## config.mk

```make
export PLATFORM = sky130hd
export DESIGN_NAME = header_sum8_frame_deframer_top_flat
export DESIGN_NICKNAME = d
export VERILOG_FILES = /design/src/hw/rtl/hsd_pkg.sv /design/src/hw/rtl/hsd_if.sv /design/src/hw/rtl/hsd_cfg.sv /design/src/hw/rtl/hsd_core.sv /design/src/hw/rtl/header_sum8_frame_deframer_top.sv /design/src/flat_wrapper.sv
export SDC_FILE = /design/constraint.sdc
export NUM_CORES = 1
export LEC_CHECK = 0
export ABC_AREA = 1
export BUFFER_PORTS_ARGS = -buffer_cell sky130_fd_sc_hd__buf_2
export CAP_MARGIN = 0
export CORE_ASPECT_RATIO = 1.5
export CORE_MARGIN = 1.5
export CORE_UTILIZATION = 30
export CTS_CLUSTER_DIAMETER = 50
export DETAILED_ROUTE_END_ITERATION = 8
export PLACE_DENSITY_LB_ADDON = 0.12
export RECOVER_POWER = 25
export SYNTH_ARGS = -nofsm -noshare
export SYNTH_HDL_FRONTEND = slang
export SYNTH_SLANG_ARGS = --single-unit
```

## constraint.sdc

```tcl
create_clock -name clk -period 2.2 [get_ports clk]
set_clock_uncertainty 0.15 [all_clocks]
set_input_delay 0.22 -clock clk [delete_from_list [all_inputs] [get_ports clk]]
set_output_delay 0.22 -clock clk [all_outputs]
set_load 0.01 [all_outputs]
```

## src/hw/rtl/hsd_pkg.sv

```systemverilog
`default_nettype none

package hsd_pkg;

	localparam int BYTE_W      = 8;
	localparam int LEN_W       = 7;
	localparam int IDX_W       = 6;
	localparam int CNT_W       = 16;
	localparam int CFG_IDX_W   = 2;
	localparam int CFG_DATA_W  = 8;
	localparam int MAX_PAYLOAD_DEF = 64;
	localparam int LEN_RESET   = 64;

	// Configuration register indexes
	localparam logic [CFG_IDX_W-1:0] REG_HDR_FIRST  = 2'd0;
	localparam logic [CFG_IDX_W-1:0] REG_HDR_SECOND = 2'd1;
	localparam logic [CFG_IDX_W-1:0] REG_PAY_LEN    = 2'd2;

	// Deframer phase codes
	localparam int PHASE_W = 2;
	localparam logic [PHASE_W-1:0] PH_HUNT  = 2'd0;
	localparam logic [PHASE_W-1:0] PH_LOAD  = 2'd1;
	localparam logic [PHASE_W-1:0] PH_CHECK = 2'd2;

	typedef struct packed {
		logic [BYTE_W-1:0] first;
		logic [BYTE_W-1:0] second;
	} hdr_cfg_t;

	typedef struct packed {
		logic              payload_strobe;
		logic [BYTE_W-1:0] payload_byte;
		logic [IDX_W-1:0]  payload_index;
		logic              frame_done;
		logic              frame_ok;
		logic [CNT_W-1:0]  good_frames;
	} res_t;

endpackage

`default_nettype wire

```

## src/hw/rtl/hsd_if.sv

```systemverilog
`default_nettype none

interface hsd_rx_if;
	import hsd_pkg::*;
	logic              valid;
	logic              ready;
	logic [BYTE_W-1:0] rx_byte;

	modport source (output valid, output rx_byte, input ready);
	modport sink   (input valid, input rx_byte, output ready);
endinterface

interface hsd_res_if;
	import hsd_pkg::*;
	logic              valid;
	logic              ready;
	logic              payload_strobe;
	logic [BYTE_W-1:0] payload_byte;
	logic [IDX_W-1:0]  payload_index;
	logic              frame_done;
	logic              frame_ok;
	logic [CNT_W-1:0]  good_frames;

	modport source (output valid, output payload_strobe, output payload_byte,
		output payload_index, output frame_done, output frame_ok,
		output good_frames, input ready);
	modport sink   (input valid, input payload_strobe, input payload_byte,
		input payload_index, input frame_done, input frame_ok,
		input good_frames, output ready);
endinterface

`default_nettype wire

```

## src/hw/rtl/hsd_cfg.sv

```systemverilog
`default_nettype none

module hsd_cfg #(
	parameter int MAX_PAYLOAD = hsd_pkg::MAX_PAYLOAD_DEF
) (
	input  wire logic                             clk,
	input  wire logic                             arst_n,
	input  wire logic                             cfg_we,
	input  wire logic [hsd_pkg::CFG_IDX_W-1:0]    cfg_index,
	input  wire logic [hsd_pkg::CFG_DATA_W-1:0]   cfg_data,
	output hsd_pkg::hdr_cfg_t                     hdr,
	output logic [$clog2(MAX_PAYLOAD+1)-1:0]      eff_len
);
	import hsd_pkg::*;

	localparam int POS_W = $clog2(MAX_PAYLOAD + 1);
	localparam int CMP_W = (POS_W > LEN_W) ? POS_W : LEN_W;

	hdr_cfg_t         hdr_q;
	logic [LEN_W-1:0] len_q;
	logic [CMP_W-1:0] len_ext;

	// Register writes
	always_ff @(posedge clk or negedge arst_n) begin
		if (!arst_n) begin
			hdr_q <= '0;
			len_q <= LEN_W'(LEN_RESET);
		end else if (cfg_we) begin
			unique case (cfg_index)
				REG_HDR_FIRST:  hdr_q.first  <= cfg_data[BYTE_W-1:0];
				REG_HDR_SECOND: hdr_q.second <= cfg_data[BYTE_W-1:0];
				REG_PAY_LEN:    len_q        <= cfg_data[LEN_W-1:0];
				default: ;
			endcase
		end
	end

	// Clamp the length to 1..MAX_PAYLOAD
	always_comb begin
		len_ext = CMP_W'(len_q);
		if (len_q == '0)
			eff_len = POS_W'(1);
		else if (len_ext > CMP_W'(MAX_PAYLOAD))
			eff_len = POS_W'(MAX_PAYLOAD);
		else
			eff_len = POS_W'(len_ext);
	end

	assign hdr = hdr_q;

endmodule

`default_nettype wire

```

## src/hw/rtl/hsd_core.sv

```systemverilog
`default_nettype none

module hsd_core #(
	parameter int MAX_PAYLOAD = hsd_pkg::MAX_PAYLOAD_DEF
) (
	input  wire logic                          clk,
	input  wire logic                          arst_n,
	input  wire logic                          accept,
	input  wire logic [hsd_pkg::BYTE_W-1:0]    rx_byte,
	input  wire hsd_pkg::hdr_cfg_t             hdr,
	input  wire logic [$clog2(MAX_PAYLOAD+1)-1:0] eff_len,
	output hsd_pkg::res_t                      res
);
	import hsd_pkg::*;

	localparam int POS_W = $clog2(MAX_PAYLOAD + 1);

	logic [PHASE_W-1:0] phase_q, phase_d;
	logic [BYTE_W-1:0]  prev_q;
	logic [POS_W-1:0]   pos_q, pos_d, pos_inc;
	logic [BYTE_W-1:0]  sum_q, sum_d;
	logic [CNT_W-1:0]   good_q, good_d;

	assign pos_inc = pos_q + POS_W'(1);

	// Next state and result for the byte at the input
	always_comb begin
		phase_d = phase_q;
		pos_d   = pos_q;
		sum_d   = sum_q;
		good_d  = good_q;
		res     = '0;
		unique case (phase_q)
			PH_HUNT: begin
				if (prev_q == hdr.first && rx_byte == hdr.second) begin
					pos_d   = '0;
					sum_d   = '0;
					phase_d = PH_LOAD;
				end
			end
			PH_LOAD: begin
				res.payload_strobe = 1'b1;
				res.payload_byte   = rx_byte;
				res.payload_index  = IDX_W'(pos_q);
				sum_d = sum_q + rx_byte;
				pos_d = pos_inc;
				if (pos_inc >= eff_len)
					phase_d = PH_CHECK;
			end
			PH_CHECK: begin
				res.frame_done = 1'b1;
				if (sum_q == rx_byte) begin
					res.frame_ok = 1'b1;
					good_d = good_q + CNT_W'(1);
				end
				pos_d   = '0;
				sum_d   = '0;
				phase_d = PH_HUNT;
			end
			default: begin
				pos_d   = '0;
				sum_d   = '0;
				phase_d = PH_HUNT;
			end
		endcase
		res.good_frames = good_d;
	end

	// Advance state on each input transfer
	always_ff @(posedge clk or negedge arst_n) begin
		if (!arst_n) begin
			phase_q <= PH_HUNT;
			prev_q  <= '0;
			pos_q   <= '0;
			sum_q   <= '0;
			good_q  <= '0;
		end else if (accept) begin
			phase_q <= phase_d;
			prev_q  <= rx_byte;
			pos_q   <= pos_d;
			sum_q   <= sum_d;
			good_q  <= good_d;
		end
	end

endmodule

`default_nettype wire

```

## src/hw/rtl/header_sum8_frame_deframer_top.sv

```systemverilog
// A result is registered and offered in the cycle after its byte is transferred in.
// Throughput: one byte per cycle while the result side is ready; the single
// output register refills in the same cycle its result is transferred out.
// Reset: arst_n clears deframer state, the good-frame count and the output
// valid; header bytes reset to 0 and the payload length to 64.
`default_nettype none

module header_sum8_frame_deframer_top #(
	parameter int MAX_PAYLOAD = hsd_pkg::MAX_PAYLOAD_DEF
) (
	input  wire logic                           clk,
	input  wire logic                           arst_n,
	hsd_rx_if.sink                              rx_ch,
	hsd_res_if.source                           res_ch,
	input  wire logic                           cfg_we,
	input  wire logic [hsd_pkg::CFG_IDX_W-1:0]  cfg_index,
	input  wire logic [hsd_pkg::CFG_DATA_W-1:0] cfg_data
);
	import hsd_pkg::*;

	localparam int POS_W = $clog2(MAX_PAYLOAD + 1);

	hdr_cfg_t         hdr;
	logic [POS_W-1:0] eff_len;
	res_t             res_d, res_q;
	logic             valid_q;
	logic             accept;

	hsd_cfg #(.MAX_PAYLOAD(MAX_PAYLOAD)) u_cfg (
		.clk       (clk),
		.arst_n    (arst_n),
		.cfg_we    (cfg_we),
		.cfg_index (cfg_index),
		.cfg_data  (cfg_data),
		.hdr       (hdr),
		.eff_len   (eff_len)
	);

	hsd_core #(.MAX_PAYLOAD(MAX_PAYLOAD)) u_core (
		.clk     (clk),
		.arst_n  (arst_n),
		.accept  (accept),
		.rx_byte (rx_ch.rx_byte),
		.hdr     (hdr),
		.eff_len (eff_len),
		.res     (res_d)
	);

	// Take a byte whenever the output register is empty or draining
	assign rx_ch.ready = !valid_q || res_ch.ready;
	assign accept      = rx_ch.valid && rx_ch.ready;

	always_ff @(posedge clk or negedge arst_n) begin
		if (!arst_n) begin
			valid_q <= 1'b0;
		end else if (rx_ch.ready) begin
			valid_q <= rx_ch.valid;
		end
	end

	// Load the result register on each input transfer
	always_ff @(posedge clk) begin
		if (accept) begin
			res_q <= res_d;
		end
	end

	assign res_ch.valid          = valid_q;
	assign res_ch.payload_strobe = res_q.payload_strobe;
	assign res_ch.payload_byte   = res_q.payload_byte;
	assign res_ch.payload_index  = res_q.payload_index;
	assign res_ch.frame_done     = res_q.frame_done;
	assign res_ch.frame_ok       = res_q.frame_ok;
	assign res_ch.good_frames    = res_q.good_frames;

endmodule

`default_nettype wire

```

## src/flat_wrapper.sv

```systemverilog
// flat-port wrapper written by rule: the top's interface ports become plain ports
module header_sum8_frame_deframer_top_flat import hsd_pkg::*;
#(
	parameter int MAX_PAYLOAD = hsd_pkg::MAX_PAYLOAD_DEF
)
  (clk, arst_n, cfg_we, cfg_index, cfg_data, rx_ch_valid, rx_ch_rx_byte, rx_ch_ready, res_ch_valid, res_ch_payload_strobe, res_ch_payload_byte, res_ch_payload_index, res_ch_frame_done, res_ch_frame_ok, res_ch_good_frames, res_ch_ready);
  hsd_rx_if rx_ch_i ();
  hsd_res_if res_ch_i ();
  input  wire logic clk;
  input  wire logic arst_n;
  input  wire logic cfg_we;
  input  wire logic [hsd_pkg::CFG_IDX_W-1:0] cfg_index;
  input  wire logic [hsd_pkg::CFG_DATA_W-1:0] cfg_data;
  input wire logic [$bits(rx_ch_i.valid)-1:0] rx_ch_valid;
  input wire logic [$bits(rx_ch_i.rx_byte)-1:0] rx_ch_rx_byte;
  output wire logic [$bits(rx_ch_i.ready)-1:0] rx_ch_ready;
  output wire logic [$bits(res_ch_i.valid)-1:0] res_ch_valid;
  output wire logic [$bits(res_ch_i.payload_strobe)-1:0] res_ch_payload_strobe;
  output wire logic [$bits(res_ch_i.payload_byte)-1:0] res_ch_payload_byte;
  output wire logic [$bits(res_ch_i.payload_index)-1:0] res_ch_payload_index;
  output wire logic [$bits(res_ch_i.frame_done)-1:0] res_ch_frame_done;
  output wire logic [$bits(res_ch_i.frame_ok)-1:0] res_ch_frame_ok;
  output wire logic [$bits(res_ch_i.good_frames)-1:0] res_ch_good_frames;
  input wire logic [$bits(res_ch_i.ready)-1:0] res_ch_ready;
  assign rx_ch_i.valid = rx_ch_valid;
  assign rx_ch_i.rx_byte = rx_ch_rx_byte;
  assign rx_ch_ready = rx_ch_i.ready;
  assign res_ch_valid = res_ch_i.valid;
  assign res_ch_payload_strobe = res_ch_i.payload_strobe;
  assign res_ch_payload_byte = res_ch_i.payload_byte;
  assign res_ch_payload_index = res_ch_i.payload_index;
  assign res_ch_frame_done = res_ch_i.frame_done;
  assign res_ch_frame_ok = res_ch_i.frame_ok;
  assign res_ch_good_frames = res_ch_i.good_frames;
  assign res_ch_i.ready = res_ch_ready;
  header_sum8_frame_deframer_top #(.MAX_PAYLOAD(MAX_PAYLOAD)) u_core (.clk(clk), .arst_n(arst_n), .rx_ch(rx_ch_i), .res_ch(res_ch_i), .cfg_we(cfg_we), .cfg_index(cfg_index), .cfg_data(cfg_data));
endmodule
```

# ---- Yosys cells after proc, flatten, opt, wreduce, memory -nomap -nowiden
# Index checks and enable logic that the tools add are counted.
dict set report classes {
  mux 14
  n_addsub 3
  order_cmp 2
  eq_ne 9
  reduce_logical 12
}
# operator n
set ops {}
lappend ops {{$mux 16} 2}
lappend ops {{$eq 8x8->1} 3}
lappend ops {{$mux 7} 3}
lappend ops {{$add 16x1->16 const B} 1}
lappend ops {{$pmux 8 s2} 1}
lappend ops {{$mux 15} 1}
lappend ops {{$pmux 7 s2} 1}
lappend ops {{$add 8x8->8} 1}
lappend ops {{$mux 8} 1}
lappend ops {{$reduce_and 2->1} 4}
lappend ops {{$add 7x1->7 const B} 1}
lappend ops {{$ge 7x7->1} 1}
lappend ops {{$gt 7x7->1 const B} 1}
lappend ops {{$logic_not 7->1} 1}
lappend ops {{$mux 2} 3}
lappend ops {{$eq 2x1->1 const B} 2}
lappend ops {{$eq 2x2->1 const B} 2}
lappend ops {{$logic_not 2->1} 2}
lappend ops {{$ne 2x2->1 const B} 2}
lappend ops {{$pmux 2 s2} 1}
lappend ops {{$reduce_and 3->1} 1}
lappend ops {{$logic_and 1x1->1} 2}
lappend ops {{$logic_not 1->1} 1}
lappend ops {{$logic_or 1x1->1} 1}
lappend ops {{$mux 1} 1}
dict set report word_totals {
  regBits 98
  word_cells 55
  input_bits 23
}

# ---- Depth between registers and ports, before layout
# Gate-level depths: netlist of the first run.
dict set report logic_depth {
  word_depth 6
  ltp_mapped 14
}

# ---- Modules after synthesis
# Synthesis of the first run repeated with hierarchy kept, for this count alone.
dict set report unflattened {
  hier_cells 634
  area_unflattened_um2 5218.8
}
# module instances area_each_um2 seq_area_each_um2 cells_each
set modules_own_cells {}
lappend modules_own_cells {hsd_core 1 3161.8 1026.0 488}
lappend modules_own_cells {header_sum8_frame_deframer_top 1 1036.0 1016.0 39}
lappend modules_own_cells {hsd_cfg 1 1021.0 576.8 107}

# ---- Worst setup path before layout of the first run
# OpenSTA, ideal clock, no wires.
dict set report synth_timing {
  kind {reg-to-reg}
  startpoint {reg u_core.u_core.pos_q[0]}
  endpoint {reg u_core.u_core.phase_q[1]}
  t_required_ns 1.933
  setup_slack_ns 0.028
  stages_incl_launch_ff 15
  t_arrival_ns 1.905
  path_cell_list {dfrtp_1 > ha_1 > nand3_1 > nor2_1 > nand2_1 > xor2_1 > inv_1 > ha_1 > nand2_1 > nor2_1 > nand4_1 > nand4_1 > nand3_1 > nand2_1 > nand2_1}
}
dict set report synth_between {
  elab_chain_cells 4
}
# item line_no
set synth_lines {}
lappend synth_lines {{from (decl)} hsd_core.sv:20} ;# logic [POS_W-1:0] pos_q, pos_d, pos_inc;
lappend synth_lines {{from (signal assigned)} hsd_core.sv:80} ;# pos_q <= pos_d;
lappend synth_lines {{$add 7x1->7} hsd_core.sv:24} ;# assign pos_inc = pos_q + POS_W'(1);
lappend synth_lines {{$ge 7x7->1} hsd_core.sv:47} ;# if (pos_inc >= eff_len)
lappend synth_lines {{$ne 2x2->1 (no source line)} n/a}
lappend synth_lines {{$reduce_and 3->1 (no source line)} n/a}
lappend synth_lines {{to (signal assigned)} hsd_core.sv:78} ;# phase_q <= phase_d;
lappend synth_lines {{to (decl)} hsd_core.sv:18} ;# logic [PHASE_W-1:0] phase_q, phase_d;
# No other way between the ends.
# A chain may end at the register's enable or synchronous reset.

# ---- Final worst setup path of the first run
# Ends and elaborated chain as after synthesis.

==> impl_metrics.csv, run 1 <==
group,metric,value,unit
die,start_util,30.7,%
power_and_ir_drop,combPwrFrac,29.7,%
cts,cts_tree,"done",
global_route,antenna_found_initial,0,
critical_path,crit_required,2280,ps
final_layout,syn_to_final_growth,21.2,%
critical_path,crit_path_frequent_cell,"nand2_1",
die,die_y,161,um
power_and_ir_drop,cellPowerDensity,1060,nW/um2
placed_design,place.port_buffers,57,
cts,htreeDepth,3,
final_layout,seq_area,2620,um2
yosys,synth_fa_ha_area_share,4.43,%
critical_path,end_kind,"flip-flop",
outcome,violations,"negative setup slack",
drt,dr.pass1.iters,4,
final_layout,nFillCells,1655,
min_path,hp-class,"in2reg",
cts,path_clk_slew,60,ps
cts,cts-buffers-inserted,9,
drt,wire_per_inst,13.6,um
placed_design,gp_congestion,0.811,
critical_path,reg2reg_depth,14,
critical_path,cp_slowest_cell,"dfrtp_1",
critical_path,cp-start-kind,"flip-flop",
global_route,grt_pass1_vias,3841,
die,die_x,108,um
global_route,track_usage,14.4,%
yosys,ys_warn_count,0,
critical_path,r2r_end,"u_core.u_core.phase_q[1]",
sta,tightest_slew,974,ps
die,core_area,16200,um2
drt,drc,0,
yosys,synth_cell_types,37,
drt,final_antenna_net_count,0,
final_layout,multi_input_area,2050,um2
power_and_ir_drop,leakagePower,3.10,nW
critical_path,crit_type,"reg2reg",
yosys,avgSynthCellArea,8.62,um2
power_and_ir_drop,ir_drop,553,uV
yosys,synthCells,577,
outcome,outcome,"finished with violations",
drt,vias,3854,
sta,maxSlewHeadroom,35.1,%
yosys,synthFlopType,"dfrtp_1",
critical_path,r2r-start,"u_core.u_core.pos_q[0]",
power_and_ir_drop,pwr-share-clk,30.0,%
cts,cts.sinks,98,
min_path,min_delay_path_depth,4,
sta,hold_ws,8.79,ps
sta,rsz0062_at_grt,"yes",
power_and_ir_drop,power,0.00638,W
yosys,synth-seq-area-share,52.6,%
cts,clk_latency,340,ps
yosys,synth-xor-area-share,3.24,%
yosys,synth-seq-cells,98,
power_and_ir_drop,p_seq_share,40.3,%
final_layout,final_nets,691,
sta,hold_violations,0,
critical_path,cp_cell_sequence,"ha_2 > nand3_2 > nor2_2 > nand2_1 > xor2_1 > inv_1 > ha_4 > nand2_4 > a21oi_1 > nor2_1 > nand4_1 > nand3_1 > nand2_1 > nand2_1",
critical_path,critPathArrivalTime,2320,ps
flow_run,max_cap_viol_count,0,
cts,root_buffer,"clkbuf_16",
global_route,grt_max_degree,66,
yosys,syn_nets,617,
placed_design,dp_slack,-76.3,ps
global_route,grt_pass1_wl,19100,um
die,die_area,17400,um2
yosys,synth_edf_count,33,
yosys,synthMuxAreaShare,0,%
sta,post-route-min-period,2240,ps
sta,slew_viol_final,0,
final_layout,antennaDiodeCount,0,
drt,viasPerCell,4.48,
sta,setup_viol,2,
die,row_count,57,
power_and_ir_drop,p_sw,0.00210,W
yosys,synth_compound_area_share,7.07,%
min_path,min_from,"res_ch_ready",
yosys,synth_top_family_by_area,"simple AND/OR/NAND/NOR gates",
yosys,ys_async_sr_fraction,66.3,%
min_path,hold_end,"u_core.res_ch.valid",
sta,setup_ws,-41.8,ps
critical_path,crit_fanout,3,
global_route,grt_overflow_total,0,
die,ios,58,
critical_path,r2r_slack,-40,ps
cts,clockBufferDepth,2,
power_and_ir_drop,swShare,32.9,%
critical_path,slowest_delay,360,ps
final_layout,drive_gt1_share,18.9,%
sta,finalCritPeriodShare,102,%
yosys,synth_area,4980,um2
yosys,synthSimpleGateAreaFrac,25.1,%
sta,fmax,446,MHz
placed_design,dp_hpwl,8500,um
power_and_ir_drop,p_int,0.00428,W
drt,routed_wl,11700,um
drt,drtIter0Drc,144,
-- cell type report --
cell class / count / area share, %
multi-input cells: 383 / 33.9
well taps: 206 / 4.27
repair buffers: 73 / 6.99
inverters: 86 / 5.44
flip-flops and latches: 98 / 43.4
clock buffers: 10 / 3.80
clock inverters: 5 / 2.12
-- power by group through the flow --
| stage | clock network (W) | registers [W] | logic, W |
|---|---|---|---|
| after floorplan | 0 | 0.00259 | 0.00122 |
| after global placement | 0 | 0.00259 | 0.00178 |
| after detailed placement | 0 | 0.00260 | 0.00180 |
| after CTS | 0.00196 | 0.00257 | 0.00191 |
| after global routing | 0.00204 | 0.00262 | 0.00219 |
| final | 0.00191 | 0.00257 | 0.00189 |
-- per-layer routing --
metal | GRT usage, % | part of all wire [%]
met1 | 16.6 | 43
met2 | 25.5 | 52
met5 | 0 | 0
met4 | 6.64 | 3.1
met3 | 2.39 | 2.7
-- per-stage QoR --
stage	instances	instance area [um2]	setup TNS [ps]	utilization, %
2_1_floorplan	577	4980	0	-
3_3_place_gp	843	5590	-27.8	34.6
3_5_place_dp	843	5590	-141	34.6
4_1_cts	861	6030	-37.9	37.2
5_1_grt	861	6030	-343	37.3
6_report	861	6030	-70.8	37.3
-- what timing repair did --
| action | CTS | global route |
|---|---|---|
| resized for setup | 8 | 5 |
| hold buffers | 2 | 0 |
| setup endpoints to repair | 2 | 2 |
| hold endpoints to repair | 66 | 0 |
| setup buffers | 1 | 0 |
| gates cloned | 0 | 0 |
| pin swaps | 10 | 10 |
-- registers in the layout (all words and copies together), names as in the netlist --
signal                        count
u_core.u_core.prev_q              8
u_core.res_ch.payload_byte        8
u_core.u_core.sum_q               8
u_core.res_ch.frame_done          1
u_core.u_core.pos_q               7
u_core.res_ch.payload_index       6
u_core.u_cfg.len_ext              7
u_core.res_ch.payload_strobe      1
u_core.u_core.phase_q             2
u_core.res_ch.good_frames        16
u_core.u_core.good_q             16
u_core.res_ch.frame_ok            1
u_core.u_cfg.hdr                 16
u_core.res_ch.valid               1
-- worst max-delay path by stage --
stage	cells past startpoint	from	slack, ps	to
finish	14	u_core.u_core.pos_q[0]	-40	u_core.u_core.phase_q[1]
CTS	14	u_core.u_core.pos_q[0]	-30	u_core.u_core.phase_q[1]
global placement	14	u_core.u_core.pos_q[0]	-10	u_core.u_core.phase_q[1]
detailed placement	14	u_core.u_core.pos_q[0]	-80	u_core.u_core.phase_q[1]
floorplan	14	u_core.u_core.pos_q[0]	30	u_core.u_core.phase_q[1]
global route	14	u_core.u_core.pos_q[0]	-180	u_core.u_core.phase_q[1]
-- cell usage after synthesis, types with 4 or more instances --
master | n | area (um2)
o21ai_1 | 4 | 20.0
clkbuf_1 | 6 | 22.5
nor3_1 | 5 | 25.0
nand2_1 | 180 | 676
inv_1 | 83 | 312
o21ai_0 | 48 | 240
edfxtp_1 | 33 | 991
nor2_2 | 5 | 31.3
xor2_1 | 10 | 87.6
nand4_1 | 8 | 50.1
ha_1 | 16 | 200
o21ai_2 | 4 | 35.0
nor2_1 | 44 | 165
dfrtp_1 | 64 | 1600
nand3_1 | 26 | 130
and2_1 | 4 | 25.0
a21oi_1 | 4 | 20.0
-- worst max-delay path: cells and delay by family, from the launching register on --
kind            cells  cell delay (ps)
fa+ha+maj           2              480
compound gates      1              130
xor+xnor            1              160
buf+inv             1               90
simple gates        9              750
flops               1              360
-- logic make-up after synthesis --
kind of cell,after synthesis
AND/OR/NAND/NOR,286
buffers and inverters,96
XOR/XNOR,15
AO/OA/AOI/OAI,65
flip-flops,98
adder cells (fa/ha/maj),17
-- layout by cell type (no fill, tap or decap), drive strengths merged, types with 2 or more instances in the layout --
master | Yosys | final
inv | 86 | 86
buf | 4 | 69
nand3b | 2 | 2
o21ai | 56 | 56
xor2 | 12 | 12
nand3 | 28 | 28
nor2 | 51 | 51
xnor2 | 3 | 3
clkbuf | 6 | 12
nand4 | 9 | 9
and2 | 4 | 4
ha | 16 | 16
nand2 | 186 | 186
a21oi | 4 | 4
edfxtp | 33 | 33
bufinv | 0 | 4
nor3 | 5 | 5
dfrtp | 64 | 64
dlygate4sd3 | 0 | 2
a21o | 3 | 3
(Power assumes the default switching activity.)
==> run 2, diff against run 1 <==
- SETUP_SLACK_MARGIN: unset -> 0.5
==> run 2 against run 1 <==
The flow still finishes with violations (negative setup slack). Critical endpoint unchanged. Largest cell class unchanged. Design area increased by 8.8%. Worst setup slack improved by 22 ps. Largest power group unchanged. Clock-buffer cell count up 1. Sequential cell count unchanged.
==> impl_metrics.csv, run 2 (synthesis results as in run 1) <==
group,metric,value,unit
critical_path,end_kind,"flip-flop",
sta,setup_ws,-19.8,ps
drt,viasPerCell,4.51,
sta,hold_violations,0,
die,die_x,108,um
critical_path,crit_required,2280,ps
sta,maxSlewHeadroom,21.4,%
cts,path_clk_slew,70,ps
power_and_ir_drop,cellPowerDensity,1020,nW/um2
sta,setup_viol,2,
critical_path,critPathArrivalTime,2300,ps
placed_design,gp_congestion,0.788,
global_route,track_usage,14.1,%
min_path,min_from,"cfg_data[1]",
drt,routed_wl,12000,um
power_and_ir_drop,leakagePower,3.20,nW
critical_path,crit_fanout,3,
global_route,grt_pass1_wl,18800,um
critical_path,crit_type,"reg2reg",
drt,drtIter0Drc,154,
cts,clockBufferDepth,2,
global_route,antenna_found_initial,0,
critical_path,reg2reg_depth,14,
die,die_y,161,um
min_path,hold_end,"u_core.u_cfg.hdr[9]",
sta,tightest_slew,1180,ps
final_layout,final_common_cell,"nand2_1",
flow_run,max_cap_viol_count,0,
cts,cts-buffers-inserted,9,
cts,cts.sinks,98,
cts,clk_latency,340,ps
die,start_util,30.7,%
drt,final_antenna_net_count,0,
cts,root_buffer,"clkbuf_16",
critical_path,cp-start-kind,"flip-flop",
outcome,outcome,"finished with violations",
die,ios,58,
sta,post-route-min-period,2220,ps
drt,dr.pass1.iters,4,
final_layout,drive_gt1_share,31.3,%
cts,htreeDepth,3,
final_layout,fin_area,6560,um2
min_path,min_delay_path_depth,3,
cts,cts_tree,"done",
final_layout,antennaDiodeCount,0,
critical_path,r2r-start,"u_core.u_core.pos_q[0]",
placed_design,place.port_buffers,57,
final_layout,nFillCells,1639,
drt,wire_per_inst,13.7,um
final_layout,final_util,40.5,%
final_layout,syn_to_final_growth,31.8,%
global_route,grt_max_degree,38,
final_layout,final_cell_mix,"nand2_1, inv_1, dfrtp_1",
sta,finalCritPeriodShare,101,%
global_route,grt_pass1_vias,3837,
drt,drc,0,
die,core_area,16200,um2
placed_design,placed_cell_area,5650,um2
sta,slew_viol_final,0,
min_path,hp-class,"in2reg",
global_route,grt_overflow_total,0,
die,die_area,17400,um2
placed_design,dp_hpwl,8580,um
sta,fmax,450,MHz
critical_path,r2r_slack,-20,ps
critical_path,r2r_end,"u_core.u_core.phase_q[1]",
sta,rsz0062_at_grt,"yes",
outcome,violations,"negative setup slack",
final_layout,final_nets,707,
die,row_count,57,
placed_design,dp_slack,-47.1,ps
power_and_ir_drop,ir_drop,484,uV
drt,vias,3964,
run 2: cell count changes in the layout (fill, tap and decap cells not counted), moves of 7 or more:
cell     previous run  this run
buf_6               0        10
ha_1               13         5
ha_4                2         9
nand2_1           179       148
nand2_2             3        29
nand3_1            24         8
nand3_2             4        19
nor2_4              1         9
o21ai_0            48        35
o21ai_2             4        12
run 2: how the worst max path moves through the flow:
stage,from,endpoint,cells after the start
detailed placement,u_core.u_core.pos_q[1],u_core.u_core.phase_q[1],14
floorplan,u_core.u_core.pos_q[0],u_core.u_core.phase_q[1],14
CTS,u_core.u_core.pos_q[1],u_core.u_core.phase_q[0],14
global placement,u_core.u_core.pos_q[0],u_core.u_core.phase_q[0],14
global route,u_core.u_core.pos_q[0],u_core.u_core.phase_q[0],14
finish,u_core.u_core.pos_q[0],u_core.u_core.phase_q[1],14
run 2: report_power, final:
group,internal [W],switching [W]
clock,0.000893,0.000718
sequential,0.00230,0.000331
combinational,0.00106,0.00138
total,0.00425,0.00243
run 2: area by class of cell:
type / instances / area (um2) / share of cell area, %
Sequential cell: 98 / 2620 / 39.9
Clock inverter: 5 / 63.8 / 0.973
Clock buffer: 11 / 233 / 3.55
Tap cell: 206 / 258 / 3.93
Inverter: 86 / 338 / 5.15
Multi-Input combinational cell: 385 / 2470 / 37.7
Timing Repair Buffer: 87 / 577 / 8.79
run 2: through the flow:
stage                     instances  power [W]  hold slack (ps)  setup TNS, ps
after global routing            878    0.00713             22.9           -319
after global placement          839    0.00440             78.1              0
after detailed placement        839    0.00444             70.1          -92.7
after floorplan                 577    0.00387             -226              0
final                           878    0.00668             24.1          -28.0
after CTS                       871    0.00625             12.1          -47.5
run 2: critical path: stages (launching register included):
cell	delay (ps)
dfrtp_1	410
ha_4	180
nand3_4	80
nor2_2	80
nand2_1	70
xor2_1	170
inv_1	100
ha_4	280
nand2_4	60
nor2_4	100
nand3_2	80
nand4_1	140
nand3_2	90
nand2_1	80
nand2_1	50
run 2: layer usage:
layer / share of wire, % / vias up / track usage [%]
met5: 0 / - / 0
met3: 2.7 / 10 / 2.07
met4: 1.5 / 0 / 4.96
met2: 53 / 59 / 25.6
met1: 42 / 1889 / 16.5
li1: - / 2006 / -
run 2: repair_timing:
action,4_1_cts,5_1_grt
cloned,1,1
pin swaps,27,27
endpoints found under the setup margin,69,83
hold endpoints to repair,18,0
buffers inserted,13,6
hold buffers,2,0
resized for setup,40,75
